### src/lfoc_pkg.sv
package lfoc_pkg;

  // input command codes
  typedef enum logic [2:0] {
    CMD_TICK  = 3'd0,
    CMD_START = 3'd1,
    CMD_STOP  = 3'd2,
    CMD_LINE  = 3'd3,
    CMD_ECHO  = 3'd4
  } cmd_t;

  // motor drive codes
  typedef enum logic [1:0] {
    DRV_STOP = 2'd0,
    DRV_FWD  = 2'd1,
    DRV_BACK = 2'd2
  } drv_t;

  // remembered line side; code 3 is never written and acts as center
  typedef enum logic [1:0] {
    SIDE_CENTER = 2'd0,
    SIDE_LEFT   = 2'd1,
    SIDE_RIGHT  = 2'd2
  } side_t;

  // register indexes on the config bus (byte address = 4 * index)
  localparam logic [2:0] REG_OBSTACLE_CM = 3'd0;
  localparam logic [2:0] REG_GENTLE_MS   = 3'd1;
  localparam logic [2:0] REG_MEDIUM_MS   = 3'd2;
  localparam logic [2:0] REG_STRONG_MS   = 3'd3;
  localparam logic [2:0] REG_LOST_MS     = 3'd4;
  localparam logic [2:0] REG_BEEP_ON_MS  = 3'd5;
  localparam logic [2:0] REG_BEEP_OFF_MS = 3'd6;

  localparam logic [8:0] RST_OBSTACLE_CM = 9'd30;
  localparam logic [7:0] RST_GENTLE_MS   = 8'd12;
  localparam logic [7:0] RST_MEDIUM_MS   = 8'd22;
  localparam logic [7:0] RST_STRONG_MS   = 8'd38;
  localparam logic [7:0] RST_LOST_MS     = 8'd35;
  localparam logic [9:0] RST_BEEP_ON_MS  = 10'd200;
  localparam logic [9:0] RST_BEEP_OFF_MS = 10'd300;

  localparam logic [5:0] US_PER_CM   = 6'd58;
  localparam logic [9:0] ELAPSED_MAX = 10'd1023;

  // decision of the line rule for one sample
  typedef struct packed {
    drv_t        left;
    drv_t        right;
    logic [7:0]  hold;
    logic        fwd;
    logic        side_we;
    side_t       side;
  } line_dec_t;

  // hold times the line rule chooses from
  typedef struct packed {
    logic [7:0] gentle;
    logic [7:0] mid;
    logic [7:0] sharp;
    logic [7:0] lost;
  } hold_cfg_t;

  // one result item
  typedef struct packed {
    logic [1:0] left_drive;
    logic [1:0] right_drive;
    logic [7:0] hold_ms;
    logic       then_forward;
    logic       buzzer;
    logic       blocked;
    logic       active;
  } res_t;

endpackage

### src/lfoc_line_rule.sv
module lfoc_line_rule (
  input  logic [4:0]         line_bits,
  input  lfoc_pkg::side_t    last_side,
  input  lfoc_pkg::hold_cfg_t holds,
  output lfoc_pkg::line_dec_t dec
);
  import lfoc_pkg::*;

  always_comb begin
    dec = '{left: DRV_FWD, right: DRV_FWD, hold: 8'd0, fwd: 1'b1,
            side_we: 1'b0, side: SIDE_CENTER};
    case (line_bits) inside
      5'h1F, 5'h04: begin
        dec.side_we = 1'b1;
        dec.side    = SIDE_CENTER;
      end
      5'h0C: begin
        dec = '{DRV_STOP, DRV_FWD, holds.gentle, 1'b1, 1'b1, SIDE_LEFT};
      end
      5'h08: begin
        dec = '{DRV_STOP, DRV_FWD, holds.mid, 1'b1, 1'b1, SIDE_LEFT};
      end
      5'h18, 5'h10: begin
        dec = '{DRV_BACK, DRV_FWD, holds.sharp, 1'b1, 1'b1, SIDE_LEFT};
      end
      5'h06: begin
        dec = '{DRV_FWD, DRV_STOP, holds.gentle, 1'b1, 1'b1, SIDE_RIGHT};
      end
      5'h02: begin
        dec = '{DRV_FWD, DRV_STOP, holds.mid, 1'b1, 1'b1, SIDE_RIGHT};
      end
      5'h03, 5'h01: begin
        dec = '{DRV_FWD, DRV_BACK, holds.sharp, 1'b1, 1'b1, SIDE_RIGHT};
      end
      default: begin
        if (line_bits[4] || line_bits[3]) begin
          dec = '{DRV_STOP, DRV_FWD, holds.mid, 1'b1, 1'b1, SIDE_LEFT};
        end else if (line_bits[1] || line_bits[0]) begin
          dec = '{DRV_FWD, DRV_STOP, holds.mid, 1'b1, 1'b1, SIDE_RIGHT};
        end else if (!line_bits[2]) begin
          // line lost: search toward the side seen last
          if (last_side == SIDE_LEFT) begin
            dec = '{DRV_STOP, DRV_FWD, holds.lost, 1'b0, 1'b0, SIDE_CENTER};
          end else if (last_side == SIDE_RIGHT) begin
            dec = '{DRV_FWD, DRV_STOP, holds.lost, 1'b0, 1'b0, SIDE_CENTER};
          end else begin
            dec = '{DRV_FWD, DRV_FWD, holds.lost, 1'b1, 1'b0, SIDE_CENTER};
          end
        end
      end
    endcase
  end

endmodule

### src/line_follower_obstacle_controller.sv
// Line follower with obstacle stop: one result item for every input item.
// Results are registered. Throughput: one item per cycle while the skid
//   stage is empty; the state update for an item is one combinational
//   pass from the state registers to their next value.
// Reset (rst_n, synchronous, low): stopped, no obstacle, buzzer off,
//   registers back to their defaults, result and skid stages empty.
module line_follower_obstacle_controller (
  input  logic        clk,
  input  logic        rst_n,
  // input items
  input  logic        in_valid,
  output logic        in_stall,
  input  logic [2:0]  in_cmd,
  input  logic [4:0]  in_line_bits,
  input  logic [14:0] in_echo_us,
  // result items
  output logic        out_valid,
  input  logic        out_stall,
  output logic [1:0]  out_left_drive,
  output logic [1:0]  out_right_drive,
  output logic [7:0]  out_hold_ms,
  output logic        out_then_forward,
  output logic        out_buzzer,
  output logic        out_blocked,
  output logic        out_active,
  // config bus
  input  logic        psel,
  input  logic        penable,
  input  logic        pwrite,
  input  logic [4:0]  paddr,
  input  logic [31:0] pwdata,
  output logic [31:0] prdata,
  output logic        pready
);
  import lfoc_pkg::*;

  // ---------------------------------------------------------------
  // Config registers
  // ---------------------------------------------------------------
  logic [8:0] obstacle_cm_r;
  logic [7:0] gentle_ms_r, medium_ms_r, strong_ms_r, lost_ms_r;
  logic [9:0] beep_on_ms_r, beep_off_ms_r;
  logic       cfg_wr;
  logic [2:0] cfg_idx;

  assign pready  = 1'b1;
  assign cfg_idx = paddr[4:2];
  assign cfg_wr  = psel && penable && pwrite;

  always_ff @(posedge clk) begin
    if (!rst_n) begin
      obstacle_cm_r <= RST_OBSTACLE_CM;
      gentle_ms_r   <= RST_GENTLE_MS;
      medium_ms_r   <= RST_MEDIUM_MS;
      strong_ms_r   <= RST_STRONG_MS;
      lost_ms_r     <= RST_LOST_MS;
      beep_on_ms_r  <= RST_BEEP_ON_MS;
      beep_off_ms_r <= RST_BEEP_OFF_MS;
    end else if (cfg_wr) begin
      case (cfg_idx)
        REG_OBSTACLE_CM: obstacle_cm_r <= pwdata[8:0];
        REG_GENTLE_MS:   gentle_ms_r   <= pwdata[7:0];
        REG_MEDIUM_MS:   medium_ms_r   <= pwdata[7:0];
        REG_STRONG_MS:   strong_ms_r   <= pwdata[7:0];
        REG_LOST_MS:     lost_ms_r     <= pwdata[7:0];
        REG_BEEP_ON_MS:  beep_on_ms_r  <= pwdata[9:0];
        REG_BEEP_OFF_MS: beep_off_ms_r <= pwdata[9:0];
        default: ;  // writes past the register list are dropped
      endcase
    end
  end

  always_comb begin
    case (cfg_idx)
      REG_OBSTACLE_CM: prdata = {23'd0, obstacle_cm_r};
      REG_GENTLE_MS:   prdata = {24'd0, gentle_ms_r};
      REG_MEDIUM_MS:   prdata = {24'd0, medium_ms_r};
      REG_STRONG_MS:   prdata = {24'd0, strong_ms_r};
      REG_LOST_MS:     prdata = {24'd0, lost_ms_r};
      REG_BEEP_ON_MS:  prdata = {22'd0, beep_on_ms_r};
      REG_BEEP_OFF_MS: prdata = {22'd0, beep_off_ms_r};
      default:         prdata = 32'd0;
    endcase
  end

  // ---------------------------------------------------------------
  // Controller state
  // ---------------------------------------------------------------
  logic       run_r, blk_r, seen_r, cw_r, lvl_r;
  side_t      side_r;
  logic [9:0] el_r;

  logic       run_nxt, blk_nxt, seen_nxt, cw_nxt, lvl_nxt;
  side_t      side_nxt;
  logic [9:0] el_nxt;

  logic       in_acc;
  res_t       res_new;

  // obstacle threshold in echo microseconds: 58 us per cm round trip,
  // 511 cm max still fits in 15 bits
  logic [14:0] echo_lim;
  assign echo_lim = 15'(obstacle_cm_r * US_PER_CM);

  line_dec_t dec;
  hold_cfg_t holds;
  assign holds = '{gentle: gentle_ms_r, mid: medium_ms_r,
                   sharp: strong_ms_r, lost: lost_ms_r};

  lfoc_line_rule u_rule (
    .line_bits (in_line_bits),
    .last_side (side_r),
    .holds     (holds),
    .dec       (dec)
  );

  // next state, evaluated in the same order as the command semantics:
  // command effect first, then the obstacle rule on the updated state
  always_comb begin
    logic [9:0] limit;
    run_nxt  = run_r;
    blk_nxt  = blk_r;
    seen_nxt = seen_r;
    cw_nxt   = cw_r;
    side_nxt = side_r;
    lvl_nxt  = lvl_r;
    el_nxt   = el_r;
    res_new  = '0;
    limit    = 10'd0;

    case (in_cmd)
      CMD_TICK: begin
        if (el_r != ELAPSED_MAX) el_nxt = el_r + 10'd1;
      end
      CMD_START: begin
        run_nxt  = 1'b1;
        blk_nxt  = 1'b0;
        side_nxt = SIDE_CENTER;
      end
      CMD_STOP: begin
        run_nxt = 1'b0;
        blk_nxt = 1'b0;
        cw_nxt  = 1'b0;
        lvl_nxt = 1'b0;
        el_nxt  = 10'd0;
      end
      CMD_LINE: begin
        if (run_r && !seen_r && !blk_r) begin
          res_new.left_drive   = dec.left;
          res_new.right_drive  = dec.right;
          res_new.hold_ms      = dec.hold;
          res_new.then_forward = dec.fwd;
          if (dec.side_we) side_nxt = dec.side;
        end
      end
      CMD_ECHO: begin
        seen_nxt = (in_echo_us != 15'd0) && (in_echo_us <= echo_lim);
        // two clear echoes in a row release the latch
        if (run_r && !seen_nxt && blk_r) begin
          if (cw_r) begin
            blk_nxt  = 1'b0;
            cw_nxt   = 1'b0;
            lvl_nxt  = 1'b0;
            el_nxt   = 10'd0;
            side_nxt = SIDE_CENTER;
          end else begin
            cw_nxt = 1'b1;
          end
        end
      end
      default: ;
    endcase

    // obstacle in view while running: latch the stop and run the beeper
    if (run_nxt && seen_nxt) begin
      blk_nxt = 1'b1;
      cw_nxt  = 1'b0;
      limit   = lvl_nxt ? beep_on_ms_r : beep_off_ms_r;
      if (el_nxt >= limit) begin
        lvl_nxt = !lvl_nxt;
        el_nxt  = 10'd0;
      end
    end

    res_new.buzzer  = lvl_nxt;
    res_new.blocked = blk_nxt;
    res_new.active  = run_nxt;
  end

  always_ff @(posedge clk) begin
    if (!rst_n) begin
      run_r  <= 1'b0;
      blk_r  <= 1'b0;
      seen_r <= 1'b0;
      cw_r   <= 1'b0;
      side_r <= SIDE_CENTER;
      lvl_r  <= 1'b0;
      el_r   <= 10'd0;
    end else if (in_acc) begin
      run_r  <= run_nxt;
      blk_r  <= blk_nxt;
      seen_r <= seen_nxt;
      cw_r   <= cw_nxt;
      side_r <= side_nxt;
      lvl_r  <= lvl_nxt;
      el_r   <= el_nxt;
    end
  end

  // ---------------------------------------------------------------
  // Result register plus skid stage. in_stall comes straight from the
  // skid flag, so it never depends on out_stall in the same cycle.
  // ---------------------------------------------------------------
  res_t res_r, skid_r;
  logic out_valid_r, skid_valid_r;
  logic out_free;

  assign in_stall = skid_valid_r;
  assign in_acc   = in_valid && !skid_valid_r;
  assign out_free = !out_valid_r || !out_stall;

  always_ff @(posedge clk) begin
    if (!rst_n) begin
      out_valid_r  <= 1'b0;
      skid_valid_r <= 1'b0;
    end else if (out_free) begin
      out_valid_r  <= skid_valid_r || in_acc;
      skid_valid_r <= 1'b0;
    end else if (in_acc) begin
      skid_valid_r <= 1'b1;
    end
  end

  // payload: no reset needed
  always_ff @(posedge clk) begin
    if (out_free) begin
      res_r <= skid_valid_r ? skid_r : res_new;
    end
    if (!out_free && in_acc) begin
      skid_r <= res_new;
    end
  end

  assign out_valid        = out_valid_r;
  assign out_left_drive   = res_r.left_drive;
  assign out_right_drive  = res_r.right_drive;
  assign out_hold_ms      = res_r.hold_ms;
  assign out_then_forward = res_r.then_forward;
  assign out_buzzer       = res_r.buzzer;
  assign out_blocked      = res_r.blocked;
  assign out_active       = res_r.active;

endmodule

### config.mk
export PLATFORM = sky130hd
export DESIGN_NAME = line_follower_obstacle_controller
export DESIGN_NICKNAME = d
export VERILOG_FILES = /design/src/lfoc_pkg.sv /design/src/lfoc_line_rule.sv /design/src/line_follower_obstacle_controller.sv
export SDC_FILE = /design/constraint.sdc
export NUM_CORES = 1
export LEC_CHECK = 0
export ABC_CLOCK_PERIOD_IN_PS = 7250
export BUFFER_PORTS_ARGS = -buffer_cell sky130_fd_sc_hd__buf_2
export CAP_MARGIN = 20
export CORE_MARGIN = 5
export CORE_UTILIZATION = 40
export DETAILED_ROUTE_END_ITERATION = 6
export GPL_ROUTABILITY_DRIVEN = 0
export PLACE_DENSITY = 0.56
export SYNTH_ARGS = -nofsm -noshare
export SYNTH_HDL_FRONTEND = slang
export SYNTH_SLANG_ARGS = --single-unit
### constraint.sdc
create_clock -name clk -period 7.25 [get_ports clk]
set_clock_uncertainty 0.2 [all_clocks]
set_input_delay 0.725 -clock clk [delete_from_list [all_inputs] [get_ports clk]]
set_output_delay 0.725 -clock clk [all_outputs]
set_load 0.03 [all_outputs]
==> impl_metrics.csv <==
group,metric,value,unit
run_status,status,"finished, final reports clean",
floorplanning,die_y,149,um
synthesis,yosys.area.top_type,"dfxtp_1",
cts,cts.sinks,112,
floorplanning,io_pins,118,
synthesis,yosys.area_share.adder,12.3,%
global_route,grt_max_degree,47,
synthesis,synth.avg_cell_area,8.95,um^2
worst_setup_path,critPathLaunchType,"flip-flop",
timing,relSlewSlack,32.9,%
cells_and_area,drive_gt1_share,18.3,%
synthesis,synth-xor-area-share,1.25,%
floorplanning,core,0.0188,mm^2
global_route,grt_pass1_vias,6155,
global_route,grt_pass1_wl,31800,um
synthesis,synth_top_family_by_area,"simple AND/OR/NAND/NOR gates",
floorplanning,rows,50,
detailed_routing,firstDrtPassIters,5,
pwr,peakVddDrop,0.118,mV
placement,placed_area,0.00830,mm^2
worst_setup_path,cp_data_arrival_time,6.76,ns
timing,min_period,6.85,ns
timing,drv_slew,0,
worst_setup_path,reg2reg_slack,0.40,ns
cts,numCtsBuffers,9,
cells_and_area,design_area,0.00869,mm^2
worst_setup_path,crit_end,"out_buzzer",
timing,fmax,146,MHz
placement,numPortBuffers,70,
cts,path_clk_slew,0.08,ns
worst_setup_path,crit_start,"obstacle_cm_r[2]",
timing,tns,0,ns
worst_setup_path,path_max_fanout,7,
worst_hold_path,hp-class,"flip-flop to flip-flop",
synthesis,syn_inst,862,
pwr,leakagePower,3.67,nW
floorplanning,start_util,41.0,%
flow_run,cap_violations,0,
cts,htree_num_levels,3,
synthesis,synth_top_flop_cell,"dfxtp_1",
detailed_routing,drc,0,
placement,hpwlAfterDp,15000,um
synthesis,synth-compound-area-share,16.5,%
detailed_routing,ant_nets,0,
detailed_routing,viasPerCell,5.42,
cts,insertion_delay,0.37,ns
cts,clock_path_buffers,2,
cells_and_area,syn2layout_area_growth,12.7,%
synthesis,synth.area.top_cells,"dfxtp_1 21%, edfxtp_1 12%, ha_1 8.9%",
synthesis,synth_edf_count,32,
timing,setup_viol,0,
worst_setup_path,r2r-end,"out_buzzer",
pwr,p_per_area,158,mW/mm^2
cts,cts_root_buf,"clkbuf_16",
global_route,antenna_found_initial,0,
cells_and_area,diodes,0,
synthesis,syn_area,0.00771,mm^2
synthesis,ys_ff_latch,112,
detailed_routing,routed-via-count,6453,
timing,rsz0062_at_grt,"no",
synthesis,synth-seq-area-share,33.2,%
synthesis,yosys-top-cells-count,"99 x nand2_1, 80 x dfxtp_1, 76 x nor2_1, 56 x mux2i_1, 55 x ha_1",
worst_setup_path,crit_type,"flip-flop to flip-flop",
synthesis,async_flop_share,0,%
detailed_routing,wl_per_cell,16.6,um
timing,tightest_slew,1.00,ns
synthesis,synth.most_common_cell,"nand2_1",
worst_setup_path,required,7.16,ns
floorplanning,die-area,0.0222,mm^2
synthesis,yosys.area_share.simple,17.6,%
synthesis,ys_types,69,
global_route,track_usage,17.6,%
timing,period_share,94.5,%
cells_and_area,final_nets,1060,
cts,cts_tree,"done",
worst_setup_path,r2r_start,"obstacle_cm_r[2]",
cts,hold_buffers,0,
floorplanning,die_w,149,um
timing,hold_viol,0,
global_route,overflow,0,
synthesis,ys_warn_count,0,
synthesis,synth_mux_area_share,12.1,%
detailed_routing,wirelength,19800,um
detailed_routing,drt_iter0_drc,427,
worst_setup_path,crit_path_end_kind,"flip-flop",
synthesis,synthDominantCellAreaShare,20.8,%
worst_setup_path,reg2regPathDepth,27,
[flip-flops by register name, indices dropped and copies added (netlist names), 2 cells and up]
name,count
side_r,2
strong_ms_r,8
medium_ms_r,8
gentle_ms_r,8
out_left_drive,2
lost_ms_r,8
beep_on_ms_r,10
el_r,10
skid_r,16
out_right_drive,2
out_hold_ms,8
obstacle_cm_r,9
beep_off_ms_r,10
[worst min path at each step]
stage | startpoint | slack [ns] | to | depth (start not counted)
after floorplan | cw_r | 0.23 | cw_r | 2
after global placement | cw_r | 0.25 | cw_r | 2
after detailed placement | cw_r | 0.25 | cw_r | 2
after CTS | cw_r | 0.27 | cw_r | 2
after global routing | cw_r | 0.29 | cw_r | 2
final | cw_r | 0.26 | cw_r | 2
[cells by family after synthesis]
logic type,Yosys count
AO/OA/AOI/OAI,182
XOR/XNOR,11
adder cells (fa/ha/maj),68
other,2
AND/OR/NAND/NOR,289
multiplexers,83
buffers and inverters,115
flip-flops,112
[area by class of cell]
class / count / area [um^2]
clock buffers: 9 / 225
clock inverters: 7 / 58.8
fillers: 1878 / 10100
inverters: 50 / 188
multi-input cells: 656 / 4770
flip-flops and latches: 112 / 2560
well taps: 260 / 325
repair buffers: 96 / 557
[timing repair]
item	in CTS	in global routing
setup endpoints to repair	0	13
resized for setup	0	16
hold endpoints to repair	0	0
buffers inserted	0	1
[cell usage in the layout, fill, tap and decap left out, drive strengths merged, types with 9 or more instances in the layout]
cell,synthesis,routed
a21oi,44,44
a22o,10,10
a22oi,11,11
a31oi,11,11
buf,35,96
clkbuf,30,9
conb,2,23
dfxtp,80,80
edfxtp,32,32
fa,13,13
ha,55,55
inv,49,54
mux2,21,21
mux2i,56,56
nand2,99,99
nand3,37,37
nand4,10,10
nor2,78,78
nor2b,9,9
nor3,14,14
nor4,10,10
o211ai,19,19
o21ai,28,28
o22ai,11,11
[worst max-delay path, cell delays in order, from the launching register on]
cell	delay, ns
dfxtp_1	0.35
inv_2	0.08
fa_1	0.53
inv_1	0.04
ha_1	0.30
fa_1	0.54
ha_4	0.23
a21oi_2	0.15
o21bai_1	0.10
a2111o_1	0.44
a31o_2	0.24
a21oi_1	0.16
xor2_1	0.24
ha_1	0.28
and3_1	0.23
nand4_4	0.13
a31o_4	0.14
nand4_1	0.17
a31oi_4	0.23
buf_6	0.19
mux2i_1	0.34
ha_1	0.31
a21oi_1	0.14
o21ai_0	0.09
a41o_1	0.26
nand4_2	0.11
xnor2_1	0.12
mux2_2	0.27
[report_power, final]
| group | switching, mW | total [mW] | leakage (nW) | internal (mW) |
|---|---|---|---|---|
| clock | 0.249 | 0.490 | 0.141 | 0.241 |
| combinational | 0.149 | 0.226 | 2.57 | 0.0773 |
| sequential | 0.00641 | 0.660 | 0.961 | 0.654 |
| total | 0.404 | 1.38 | 3.67 | 0.972 |
[stage by stage]
step                total power, mW  util [%]  setup slack [ns]  hold slack, ns  instances
global placement              0.893      44.1             0.151           0.247       1171
finish                         1.38      46.1             0.397           0.265       1190
detailed placement            0.894      44.1             0.124           0.254       1171
CTS                            1.38      45.6            0.0891           0.267       1187
floorplan                     0.840         -             0.587           0.232        883
global route                   1.44      46.1           0.00387           0.292       1190
[metal layers]
metal	wire (um)	vias to the layer above	global-route usage [%]
met5	0	-	0
met1	9440	3101	24.6
met4	225	0	3.66
met2	9290	136	28.9
li1	-	3199	-
met3	814	17	3.07
No activity file was read; power rests on OpenSTA's default activity.
